--- config.mk ---
export PLATFORM = sky130hd
export DESIGN_NAME = reverse_add_palindrome_search
export DESIGN_NICKNAME = d
export VERILOG_FILES = /design/src/rtl/rapal_pkg.sv /design/src/rtl/reverse_add_palindrome_search.sv
export SDC_FILE = /design/constraint.sdc
export NUM_CORES = 1
export LEC_CHECK = 0
export ABC_AREA = 1
export BUFFER_PORTS_ARGS = -buffer_cell sky130_fd_sc_hd__clkbuf_2
export CAP_MARGIN = 10
export CORE_UTILIZATION = 45
export DETAILED_ROUTE_END_ITERATION = 8
export HOLD_SLACK_MARGIN = 0.12
export PLACE_DENSITY = 0.6
export SLEW_MARGIN = 20
export SYNTH_ARGS = -nofsm -noshare
export SYNTH_HDL_FRONTEND = slang
export SYNTH_SLANG_ARGS = --single-unit
--- constraint.sdc ---
create_clock -name clk_i -period 11.2 [get_ports clk_i]
set_input_delay 2.24 -clock clk_i [delete_from_list [all_inputs] [get_ports clk_i]]
set_output_delay 2.24 -clock clk_i [all_outputs]
set_load 0.05 [all_outputs]
--- src/rtl/rapal_pkg.sv ---
// Shared types and constants for the reverse-and-add palindrome search block.
`default_nettype none

package rapal_pkg;

  // Search bound on the number of reverse-and-add steps
  localparam int ITER_LIMIT = 256;

  // Field widths
  localparam int VAL_W  = 31;
  localparam int STEPS_W = 9;
  localparam int CFG_IDX_W = 2;

  // Step counter must hold ITER_LIMIT + 1 and the 9-bit config values
  localparam int STEP_W = ($clog2(ITER_LIMIT + 2) > STEPS_W) ?
                          $clog2(ITER_LIMIT + 2) : STEPS_W;

  // Decimal layout: a 31-bit value has up to 10 digits, a sum up to 11
  localparam int VAL_DIGITS = 10;
  localparam int SUM_DIGITS = 11;
  localparam int DIG_W      = 4;
  localparam int BCD_W      = 4 * VAL_DIGITS;
  localparam int BITCNT_W   = $clog2(VAL_W);

  // Stream payload widths, padded to whole bytes
  localparam int IN_TDATA_W  = 64;
  localparam int OUT_TDATA_W = 48;

  typedef logic [VAL_DIGITS-1:0][3:0] val_bcd_t;
  typedef logic [SUM_DIGITS-1:0][3:0] sum_bcd_t;

  // 2147483647 in decimal, least significant digit first
  localparam logic [3:0] INT_MAX_BCD [SUM_DIGITS] = '{
    4'd7, 4'd4, 4'd6, 4'd3, 4'd8, 4'd4, 4'd7, 4'd4, 4'd1, 4'd2, 4'd0
  };

  // Configuration register indexes
  typedef enum logic [CFG_IDX_W-1:0] {
    REG_TARGET    = 2'd0,
    REG_MIN_STEPS = 2'd1,
    REG_MAX_STEPS = 2'd2
  } cfg_reg_e;

  // Sequencer states
  typedef enum logic [2:0] {
    ST_IDLE,
    ST_CONV,
    ST_LEN,
    ST_ADD,
    ST_EVAL,
    ST_DONE
  } state_e;

  // One double-dabble step: add 3 to each digit of 5 or more, shift in a bit
  function automatic val_bcd_t dabble(input val_bcd_t bcd, input logic bit_in);
    val_bcd_t          corr;
    logic [BCD_W-1:0]  flat;
    corr = bcd;
    for (int i = 0; i < VAL_DIGITS; i++) begin
      if (corr[i] >= 4'd5) begin
        corr[i] = corr[i] + 4'd3;
      end
    end
    flat = {corr[VAL_DIGITS-1:0]};
    return {flat[BCD_W-2:0], bit_in};
  endfunction

endpackage

`default_nettype wire

--- src/rtl/reverse_add_palindrome_search.sv ---
// Top level of the reverse-and-add palindrome search block.
//
// Usage:
//  - Input stream (s_axis_*): one request carries a start value and a tag.
//    A request is taken only while the search engine is free.
//  - Output stream (m_axis_*): one result per request: found, overflowed,
//    the step count at which the search ended and the echoed tag.
//  - Configuration: cfg_we_i writes cfg_data_i to cfg_idx_i (0 target value,
//    1 minimum steps, 2 maximum steps); users write only while idle, unchecked.
// Sequencing: the start value and the target are converted from binary to
//  decimal one bit a cycle, then each reverse-and-add step passes a length
//  state, a digit pass through a single decimal digit adder and an
//  evaluation state; at the end the result is handed to the output register
//  once it is free, and the next request can be taken when the sequencer
//  is back in idle.
// Throughput: one request at a time; the digit adder sets the step time.
// The output register holds a finished result so the next request can be
//  taken while the receiver stalls; a second result waits in the engine
//  until the output register is free.
// Reset: clears the sequencer and the output valid, sets target 0,
//  minimum steps 0 and maximum steps 256.
`default_nettype none

module reverse_add_palindrome_search (
  input  wire logic                                clk_i,
  input  wire logic                                rst_ni,
  // Configuration write port
  input  wire logic                                cfg_we_i,
  input  wire logic [rapal_pkg::CFG_IDX_W-1:0]     cfg_idx_i,
  input  wire logic [rapal_pkg::VAL_W-1:0]         cfg_data_i,
  // Request stream
  input  wire logic                                s_axis_tvalid,
  output      logic                                s_axis_tready,
  // [30:0] start_value, [61:31] start_tag, [63:62] zero
  input  wire logic [rapal_pkg::IN_TDATA_W-1:0]    s_axis_tdata,
  // Result stream
  output      logic                                m_axis_tvalid,
  input  wire logic                                m_axis_tready,
  // [0] found, [1] overflowed, [10:2] step_count, [41:11] echoed_tag,
  // [47:42] zero
  output      logic [rapal_pkg::OUT_TDATA_W-1:0]   m_axis_tdata
);

  import rapal_pkg::*;

  // Configuration registers
  logic [VAL_W-1:0]   target_q;
  logic [STEPS_W-1:0] min_q;
  logic [STEPS_W-1:0] max_q;

  // Sequencer
  state_e state_q, state_d;

  // Datapath
  logic [VAL_W-1:0]    bin_q;      // start value, shifted out MSB first
  logic [VAL_W-1:0]    tbin_q;     // target value, shifted out MSB first
  logic [VAL_W-1:0]    tag_q;
  logic [BITCNT_W-1:0] bit_q;
  val_bcd_t            cur_q;
  val_bcd_t            tgt_q;
  sum_bcd_t            sum_q;
  logic [DIG_W-1:0]    len_q;
  logic [DIG_W-1:0]    dig_q;
  logic                carry_q;
  logic                gt_q;
  logic                eq_q;
  logic [STEP_W-1:0]   step_q;
  logic                found_q;
  logic                ovf_q;

  // Output register
  logic                m_valid_q;
  logic                res_found_q;
  logic                res_ovf_q;
  logic [STEPS_W-1:0]  res_step_q;
  logic [VAL_W-1:0]    res_tag_q;

  // Control
  logic s_accept;
  logic conv_last;
  logic add_last;
  logic out_free;
  logic hit;
  logic stop_nx;
  logic [STEP_W-1:0] step_nx;

  // Sequencer outputs
  logic load_en;
  logic conv_en;
  logic len_en;
  logic add_en;
  logic eval_en;
  logic out_load;

  // Digit adder signals
  logic [DIG_W-1:0] len_c;
  logic             dig_in_val;
  logic             dig_in_rev;
  logic [DIG_W-1:0] rev_idx;
  logic [3:0]       dig_a;
  logic [3:0]       dig_b;
  logic [3:0]       dig_t;
  logic [4:0]       dig_raw;
  logic [3:0]       dig_s;
  logic             dig_c;

  assign s_accept  = s_axis_tvalid && s_axis_tready;
  assign conv_last = (bit_q == BITCNT_W'(VAL_W - 1));
  assign add_last  = (dig_q == DIG_W'(SUM_DIGITS - 1));
  assign out_free  = !m_valid_q || m_axis_tready;

  // Configuration writes
  always_ff @(posedge clk_i or negedge rst_ni) begin
    if (!rst_ni) begin
      target_q <= '0;
      min_q    <= '0;
      max_q    <= STEPS_W'(256);
    end else if (cfg_we_i) begin
      case (cfg_idx_i)
        REG_TARGET:    target_q <= cfg_data_i;
        REG_MIN_STEPS: min_q    <= cfg_data_i[STEPS_W-1:0];
        REG_MAX_STEPS: max_q    <= cfg_data_i[STEPS_W-1:0];
        default: ;
      endcase
    end
  end

  // Decision terms for the end of a step
  assign hit     = (step_q >= STEP_W'(min_q)) && eq_q;
  assign step_nx = step_q + STEP_W'(1);
  assign stop_nx = ((step_nx >= STEP_W'(min_q)) && (step_nx > STEP_W'(max_q))) ||
                   (step_nx > STEP_W'(ITER_LIMIT));

  // Next state
  always_comb begin
    state_d = state_q;
    case (state_q)
      ST_IDLE: if (s_axis_tvalid) state_d = ST_CONV;
      ST_CONV: if (conv_last) state_d = ST_LEN;
      ST_LEN:  state_d = ST_ADD;
      ST_ADD:  if (add_last) state_d = ST_EVAL;
      ST_EVAL: begin
        if (gt_q || hit || stop_nx) begin
          state_d = ST_DONE;
        end else begin
          state_d = ST_LEN;
        end
      end
      ST_DONE: if (out_free) state_d = ST_IDLE;
      default: state_d = ST_IDLE;
    endcase
  end

  // Sequencer outputs
  always_comb begin
    s_axis_tready = 1'b0;
    load_en       = 1'b0;
    conv_en       = 1'b0;
    len_en        = 1'b0;
    add_en        = 1'b0;
    eval_en       = 1'b0;
    out_load      = 1'b0;
    case (state_q)
      ST_IDLE: begin
        s_axis_tready = 1'b1;
        load_en       = s_axis_tvalid;
      end
      ST_CONV: conv_en  = 1'b1;
      ST_LEN:  len_en   = 1'b1;
      ST_ADD:  add_en   = 1'b1;
      ST_EVAL: eval_en  = 1'b1;
      ST_DONE: out_load = out_free;
      default: ;
    endcase
  end

  always_ff @(posedge clk_i or negedge rst_ni) begin
    if (!rst_ni) begin
      state_q <= ST_IDLE;
    end else begin
      state_q <= state_d;
    end
  end

  // Number of significant decimal digits of the current value
  always_comb begin
    len_c = '0;
    for (int i = 0; i < VAL_DIGITS; i++) begin
      if (cur_q[i] != 4'd0) begin
        len_c = DIG_W'(i + 1);
      end
    end
  end

  // One decimal digit of value + reversal per cycle
  assign dig_in_val = (dig_q < DIG_W'(VAL_DIGITS));
  assign dig_in_rev = (dig_q < len_q);
  assign rev_idx    = len_q - DIG_W'(1) - dig_q;
  assign dig_a      = dig_in_val ? cur_q[dig_q] : 4'd0;
  assign dig_b      = dig_in_rev ? cur_q[rev_idx] : 4'd0;
  assign dig_t      = dig_in_val ? tgt_q[dig_q] : 4'd0;
  assign dig_raw    = {1'b0, dig_a} + {1'b0, dig_b} + {4'd0, carry_q};
  assign dig_c      = (dig_raw >= 5'd10);
  assign dig_s      = dig_c ? 4'(dig_raw - 5'd10) : dig_raw[3:0];

  // Datapath
  always_ff @(posedge clk_i) begin
    if (load_en) begin
      bin_q  <= s_axis_tdata[VAL_W-1:0];
      tag_q  <= s_axis_tdata[2*VAL_W-1:VAL_W];
      tbin_q <= target_q;
      cur_q  <= '0;
      tgt_q  <= '0;
    end
    if (conv_en) begin
      cur_q  <= dabble(cur_q, bin_q[VAL_W-1]);
      tgt_q  <= dabble(tgt_q, tbin_q[VAL_W-1]);
      bin_q  <= {bin_q[VAL_W-2:0], 1'b0};
      tbin_q <= {tbin_q[VAL_W-2:0], 1'b0};
    end
    if (len_en) begin
      len_q   <= len_c;
      carry_q <= 1'b0;
      gt_q    <= 1'b0;
      eq_q    <= 1'b1;
    end
    if (add_en) begin
      sum_q   <= {dig_s, sum_q[SUM_DIGITS-1:1]};
      carry_q <= dig_c;
      // Least significant digit first: a later differing digit decides
      if (dig_s > INT_MAX_BCD[dig_q]) begin
        gt_q <= 1'b1;
      end else if (dig_s < INT_MAX_BCD[dig_q]) begin
        gt_q <= 1'b0;
      end
      if (dig_s != dig_t) begin
        eq_q <= 1'b0;
      end
    end
    if (eval_en) begin
      found_q <= !gt_q && hit;
      ovf_q   <= gt_q;
      if (!gt_q && !hit) begin
        cur_q <= sum_q[VAL_DIGITS-1:0];
      end
    end
  end

  // Bit, digit and step counters
  always_ff @(posedge clk_i or negedge rst_ni) begin
    if (!rst_ni) begin
      bit_q  <= '0;
      dig_q  <= '0;
      step_q <= '0;
    end else begin
      if (load_en) begin
        bit_q  <= '0;
        step_q <= STEP_W'(1);
      end else if (conv_en) begin
        bit_q <= bit_q + BITCNT_W'(1);
      end
      if (len_en) begin
        dig_q <= '0;
      end else if (add_en) begin
        dig_q <= dig_q + DIG_W'(1);
      end
      if (eval_en && !gt_q && !hit) begin
        step_q <= step_nx;
      end
    end
  end

  // Output register
  always_ff @(posedge clk_i or negedge rst_ni) begin
    if (!rst_ni) begin
      m_valid_q <= 1'b0;
    end else if (out_load) begin
      m_valid_q <= 1'b1;
    end else if (m_axis_tready) begin
      m_valid_q <= 1'b0;
    end
  end

  always_ff @(posedge clk_i) begin
    if (out_load) begin
      res_found_q <= found_q;
      res_ovf_q   <= ovf_q;
      res_step_q  <= step_q[STEPS_W-1:0];
      res_tag_q   <= tag_q;
    end
  end

  assign m_axis_tvalid = m_valid_q;
  assign m_axis_tdata  = {(OUT_TDATA_W - VAL_W - STEPS_W - 2)'(0), res_tag_q,
                          res_step_q, res_ovf_q, res_found_q};

`ifndef SYNTHESIS
  // A digit pass always ends in the evaluation cycle
  assert property (@(posedge clk_i) disable iff (!rst_ni)
    (state_q == ST_ADD && add_last) |=> (state_q == ST_EVAL))
    else $error("digit pass did not end in evaluation");

  // A result is never both a match and an overflow
  assert property (@(posedge clk_i) disable iff (!rst_ni)
    m_valid_q |-> !(res_found_q && res_ovf_q))
    else $error("result flagged as found and overflowed");

  // The step counter never runs past the iteration bound plus one
  assert property (@(posedge clk_i) disable iff (!rst_ni)
    (state_q != ST_IDLE && state_q != ST_CONV) |->
      (step_q <= STEP_W'(ITER_LIMIT + 1)))
    else $error("step counter beyond iteration bound");
`endif

endmodule

`default_nettype wire

==> results of run 1 <==
==> per-stage QoR <==
stage / std cells / hold slack, ns / power (mW)
after floorplan: 1741 / 0.400 / 4.58
after global placement: 2338 / 0.400 / 5.25
after detailed placement: 2338 / 0.405 / 5.33
after CTS: 2410 / 0.418 / 6.54
after global routing: 2410 / 0.420 / 7.13
final: 2410 / 0.417 / 6.50
==> synthesized netlist by cell type (all sizes together), types with 2 or more instances <==
cell type,number
o221ai,11
fa,3
o22ai,11
a21o,2
nand3,54
inv,240
nor2,87
o31ai,2
dfxtp,44
nor3,28
nand3b,3
mux2i,6
xor2,14
o211ai,26
ha,95
buf,44
edfxtp,224
clkbuf,17
a21oi,128
or2,6
nand2,319
nand4,8
a211oi,5
a22o,30
a211o,2
o311ai,4
o21a,2
dfrtp,70
a31oi,6
mux2,22
o21ai,212
clkinv,2
==> flip-flops by register name (all words and copies together) (netlist names), 3 cells and up <==
name and count:
max_q 9, len_q 4, bin_q 31, dig_q 4, res_tag_q 31, min_q 9
cur_q 40, sum_q 44, step_q 9, state_q 3, res_step_q 9, target_q 31
tbin_q 31, tgt_q 40, bit_q 5, tag_q 31
==> layer usage <==
metal / wire [um] / GRT usage [%] / vias up
met1: 16900 / 25.7 / 5861
met2: 17100 / 32.9 / 228
met3: 1480 / 3.32 / 86
met5: 13 / 0 / -
li1: - / - / 6246
met4: 1280 / 8.94 / 2
==> power breakdown <==
part           leakage, nW  switching [mW]  total (mW)  internal (mW)
logic                 4.69            2.10        3.13           1.03
clock network        0.569           0.500        1.18          0.677
registers             3.37           0.256        2.19           1.93
==> final timing paths <==
kind / startpoint / to / cells after the start
max in group asynchronous: rst_ni / target_q[30] / 1
max: dig_q[0] / gt_q / 22
min reg2reg: tag_q[8] / res_tag_q[8] / 0
min in group asynchronous: rst_ni / target_q[14] / 1
min: tag_q[8] / res_tag_q[8] / 0
max reg2reg: dig_q[0] / gt_q / 22
==> worst reg2reg max path: stages (launching register included) <==
cell	delay, ns
dfrtp_1	0.32
buf_4	0.46
clkinv_1	0.20
ha_1	1.00
a21oi_1	0.24
o21ai_0	0.22
nand2_1	0.07
a21oi_1	0.15
nor3_1	0.08
fa_1	0.38
inv_1	0.09
fa_1	0.50
ha_1	0.24
nand2_1	0.06
nand3_1	0.15
nand2_1	0.15
nand2_1	0.08
nand2_1	0.13
ha_1	0.26
inv_1	0.06
nor2_1	0.04
o211ai_1	0.16
a311oi_1	0.11
==> cell families (layout without fill, tap and decap cells) <==
kind of cell	after synthesis	in the layout	synth area share, %
simple gates	507	507	12.4
other cells	1	6	0.0221
compound gates	446	446	15.0
fa+ha+maj	98	98	7.36
mux	28	28	1.81
xor+xnor	14	14	0.723
buf+inv	303	468	7.36
flops	339	339	55.3
==> area by class of cell <==
cell class	count	area, um^2	area share (%)
Inverter	242	916	4.75
Timing Repair Buffer	154	801	4.16
Sequential cell	339	9390	48.7
Clock buffer	60	1100	5.69
Tap cell	504	631	3.27
Multi-Input combinational cell	1099	6360	33.0
Clock inverter	12	77.6	0.403
==> metrics, run 1 <==
cell mode on critical path nand2_1; Worst slew margin 32.8%; overall routing resource usage 19.9%; Initial Utilization 46.0%; die area 38500 um^2; most common cell after layout, fill and taps aside nand2_1; Yosys top cell by area edfxtp_1; area grow syn2layout 13.6%; TritonCTS Buffers 39; via-per-instance ratio 5.15; critical path cell sequence buf_4, clkinv_1, ha_1, a21oi_1, o21ai_0, nand2_1, a21oi_1, nor3_1, fa_1, inv_1, fa_1, ha_1, nand2_1, nand3_1, nand2_1, nand2_1, nand2_1, ha_1, inv_1, nor2_1, o211ai_1, a311oi_1; crit start category register; commonest cells after routing, fill and taps aside nand2_1, inv_1, edfxtp_1, o21ai_0, clkbuf_2; Top delay family on crit path adder cells; initial antenna violation count 1; leak pwr 8.62 nW; H-Tree Depth 2; Final Setup Violations 0; layout cells sized above 1 a little over an eighth; Crit path arrival time 5.69 ns; post-synthesis async set-or-reset flop share 20.9%; EDFF count, synth 224; dpl hpwl 25300 um; part of the Yosys area used for sequential elements 55.3%; part of the cycle the worst path needs 47.2%; Power per Cell Area ~340 nW/um^2; # port buffers between 100 and 150; grt total ovfl 0; post-synthesis cell area 17000 um^2; status finished clean; worst slew pin tran 1.01 ns; final wirelength ~37000 um; final worst setup slack between 5 and 6 ns; PostCTS Resize Cnt 0; Post-Syn Area per Cell 9.77 um^2; CTS Buffer Depth 3; Die Height between 150 and 200 um; DRC Markers 0; Post-synth top flop edfxtp_1; Layout Skew 0.0128 ns; Crit path required time 11.60 ns; post-synth top area share approximately two fifths; setup_tns 0 ns; number of diodes 0; first-pass GRT wire length 61300 um; warning count from the yosys run 0; number of fill cells 3360; Max-Cap Viols 0; critical path's slowest cell ha_1; Final Util 52.3%; dpl ws a little under 6 ns; CTS sink count 339; Peak VDD IR 0.267 mV; final net count 2075; DR pass1 iterations 5; RSZ-0062 raised after global routing no; Final Hold Fails 0; Achievable Freq 189 MHz; DRT antenna net count 0; CP endpoint kind register; fin crit period 5.29 ns; largest cells by area after synthesis edfxtp_1, dfrtp_1, ha_1; Hold WC Path Type reg -> reg; FF+latch count, synth 339; Reg clk slew, reported paths 0.06 ns; DRT iter0 DRCs 767; register-to-register setup slack 5.91 ns; IO Pins 152; worst skew pair latency 0.56 ns; Max Slew Vio Count 0; Die Wd 196 um; Mapped Cells between 1.5k and 2k; maximum fanout along the worst path 59; Vias about 12k; CORE AREA 36900 um^2; WP buf/inv 4; post-synth cell types 53; CTS tree built; crit path kind reg -> reg; hold buffers post-CTS 0; Rows 70; buffer count from post-CTS setup fixing 0; DP Area 18100 um^2; slowest stage delay, CP 1.00 ns; Root Buffer clkbuf_16; design area 19300 um^2; vias in the first global route 12.4k; routed wire length per instance 15.3 um; largest net degree at the start of global routing 92; RD Place Congestion 0.862
No activity file was read; power rests on OpenSTA's default activity.
==> inputs of run 2 (changes only) <==
ABC_AREA = 0   (was 1)
clock period = 5.4 ns   (was 11.2 ns; I/O delays follow)
==> metrics, run 2 <==
count leader, synth edfxtp_1; overall routing resource usage about a fifth; Die Height 194 um; Power per Cell Area 657 nW/um^2; grt total ovfl 0; post-synth top area share 40.6%; Top reg by flops sum_q; DRT antenna net count 0; Max-Cap Viols 0; CP Launch Point dig_q[0]; Initial Utilization 46.1%; initial antenna violation count 1; first-pass GRT wire length roughly 56000 um; worst skew pair latency 0.55 ns; post-route insts no fill 1997; final net count 1706; r2r worst-path depth 21; leak pwr 7.82 nW; adder-cell share of the synthesized area between 7 and 8%; register-to-register setup slack 0.29 ns; setup_tns 0 ns; post-synthesis compound-gate area fraction 11.7%; Die Wd roughly 190 um; layout cells sized above 1 20.9%; largest cells by area after synthesis edfxtp_1, dfrtp_1, ha_1; mux cell area share after synthesis 8.25%; Root Buffer clkbuf_16; Crit path arrival time 5.54 ns; CTS sink count 339; top flop regs sum_q (44), cur_q (40), tgt_q (40); number of diodes 0; # port buffers 143; EDFF count, synth about 220; vias in the first global route around 11k; crit start category register; simple-gate share of the synthesized area a little under a tenth; DRT iter0 DRCs 624; Rows 69; part of the cycle the worst path needs a little over nine tenths; via-per-instance ratio around 5.4; routed wire length per instance 17.2 um; Worst R2R Start dig_q[0]; Mapped Cells roughly 1.4k; RSZ-0062 raised after global routing no; Achievable Freq 196 MHz; Post-Synth XOR/XNOR Area 2.75%; part of the Yosys area used for sequential elements 56.6%; capture point of the worst path gt_q; TritonCTS Buffers 38; dpl hpwl 23000 um; Layout Skew between 0.02 and 0.025 ns; CTS tree built; buffer count from post-CTS setup fixing 0; commonest cells after routing, fill and taps aside edfxtp_1, clkbuf_2, nor2_1, ha_1, nand2_1; Max Slew Vio Count 0; placed cell count 1927; H-Tree Depth 2; Post-synth top flop edfxtp_1; Min Hold Slack roughly 0.41 ns; post-synthesis async set-or-reset flop share 20.9%; post-synth cell types 63; fin crit period 5.11 ns; hold_sp sum_q[43]; Final Hold Fails 0; area grow syn2layout 15.2%; FF+latch count, synth 339; Vias 10.8k; DR pass1 iterations 5; worst r2r dst gt_q; status finished clean; most common cell after layout, fill and taps aside edfxtp_1; CORE AREA 35900 um^2; post-synthesis cell area 16600 um^2; design area 19100 um^2; Post-Syn Area per Cell approximately 12 um^2; warning count from the yosys run 0; IO Pins 152; crit path kind reg -> reg; Commonest cells post-synth edfxtp_1, nor2_1, ha_1; Hold WC Path Type reg -> reg; DP Area 17800 um^2; CP endpoint kind register; Final Setup Violations 0; DRC Markers 0; maximum fanout along the worst path 4; Crit path required time 5.83 ns; final wirelength 34400 um; CTS Buffer Depth 3; Reg clk slew, reported paths approximately 0.06 ns; RD Place Congestion 0.837; Final Util 53.2%; Yosys top cell by area edfxtp_1; max reg flops 44; Peak VDD IR approximately 0.43 mV; Worst slew margin 35.8%; main combinational cell family by area after synthesis compound AO/OA/AOI/OAI gates; worst slew pin tran between 0.9 and 1 ns; largest net degree at the start of global routing 72; die area 37600 um^2
-- run 2: cell count changes after synthesis, moves of 25 or more --
cell,change
nand2b_1,+33
nand3_1,-25
a22o_1,+31
o21ai_0,-134
inv_1,-158
a221oi_1,+31
xnor2_1,+33
nand2_1,-237
mux2_2,+32
a21oi_1,-74
nor2_1,+60
-- run 2: metrics by stage --
stage          setup slack [ns]  total power, mW
2_1_floorplan            0.0185             8.64
3_3_place_gp              0.226             9.76
3_5_place_dp              0.184             9.96
4_1_cts                   0.141             12.6
5_1_grt                 0.00627             13.5
6_report                  0.287             12.5
-- run 2: cell type report --
class	instances	area, um^2
Clock buffer	51	1050
Timing Repair Buffer	166	907
Clock inverter	19	193
Inverter	81	308
Fill cell	3051	16800
Tap cell	461	577
Sequential cell	339	9390
Multi-Input combinational cell	880	6670
-- run 2: timing repair --
action                                  4_1_cts  5_1_grt
endpoints found under the hold margin         0        0
endpoints found under the setup margin        0        1
hold buffers                                  0        0
gates resized for setup                       0        6
-- run 2: metal layers --
layer  GRT usage [%]  up-vias  routed length (um)
met5               0        -                   0
met1            25.7     5231               16100
met4            6.64        0                 890
met3            3.93       61                1940
li1                -     5288                   -
met2            29.1      245               15400
-- run 2: worst max-delay path, stage by stage, from the launching register on --
cell and delay, ns:
dfrtp_1 0.39, inv_2 0.10, ha_1 0.17, inv_1 0.05
fa_1 0.55, mux4_2 0.31, mux2_2 0.27, o21ai_0 0.16
nor2_1 0.07, fa_1 0.38, inv_1 0.08, fa_2 0.50
ha_2 0.25, and4b_1 0.23, a211oi_4 0.36, xnor2_2 0.14
ha_1 0.32, nor2b_1 0.13, o21a_1 0.16, o21a_1 0.15
o21ai_0 0.13, a21oi_1 0.08
-- run 2: how the worst min path moves through the flow --
stage | to | cells past startpoint
final | sum_q[39] | 0
after global routing | sum_q[39] | 0
after CTS | sum_q[39] | 0
after detailed placement | res_tag_q[18] | 0
after global placement | res_tag_q[29] | 0
after floorplan | res_found_q | 0
-- run 2: kinds of logic after synthesis --
| logic type | Yosys count |
|---|---|
| AO/OA/AOI/OAI | 280 |
| XOR/XNOR | 52 |
| adder cells (fa/ha/maj) | 98 |
| buffers and inverters | 145 |
| flip-flops | 339 |
| multiplexers | 99 |
| other | 1 |
| AND/OR/NAND/NOR | 345 |
-- run 2: power breakdown --
group | internal (mW) | leakage, nW | switching, mW
clock network | 1.52 | 0.598 | 1.05
registers | 3.98 | 3.37 | 0.689
logic | 2.27 | 3.86 | 3.04
total | 7.77 | 7.82 | 4.78
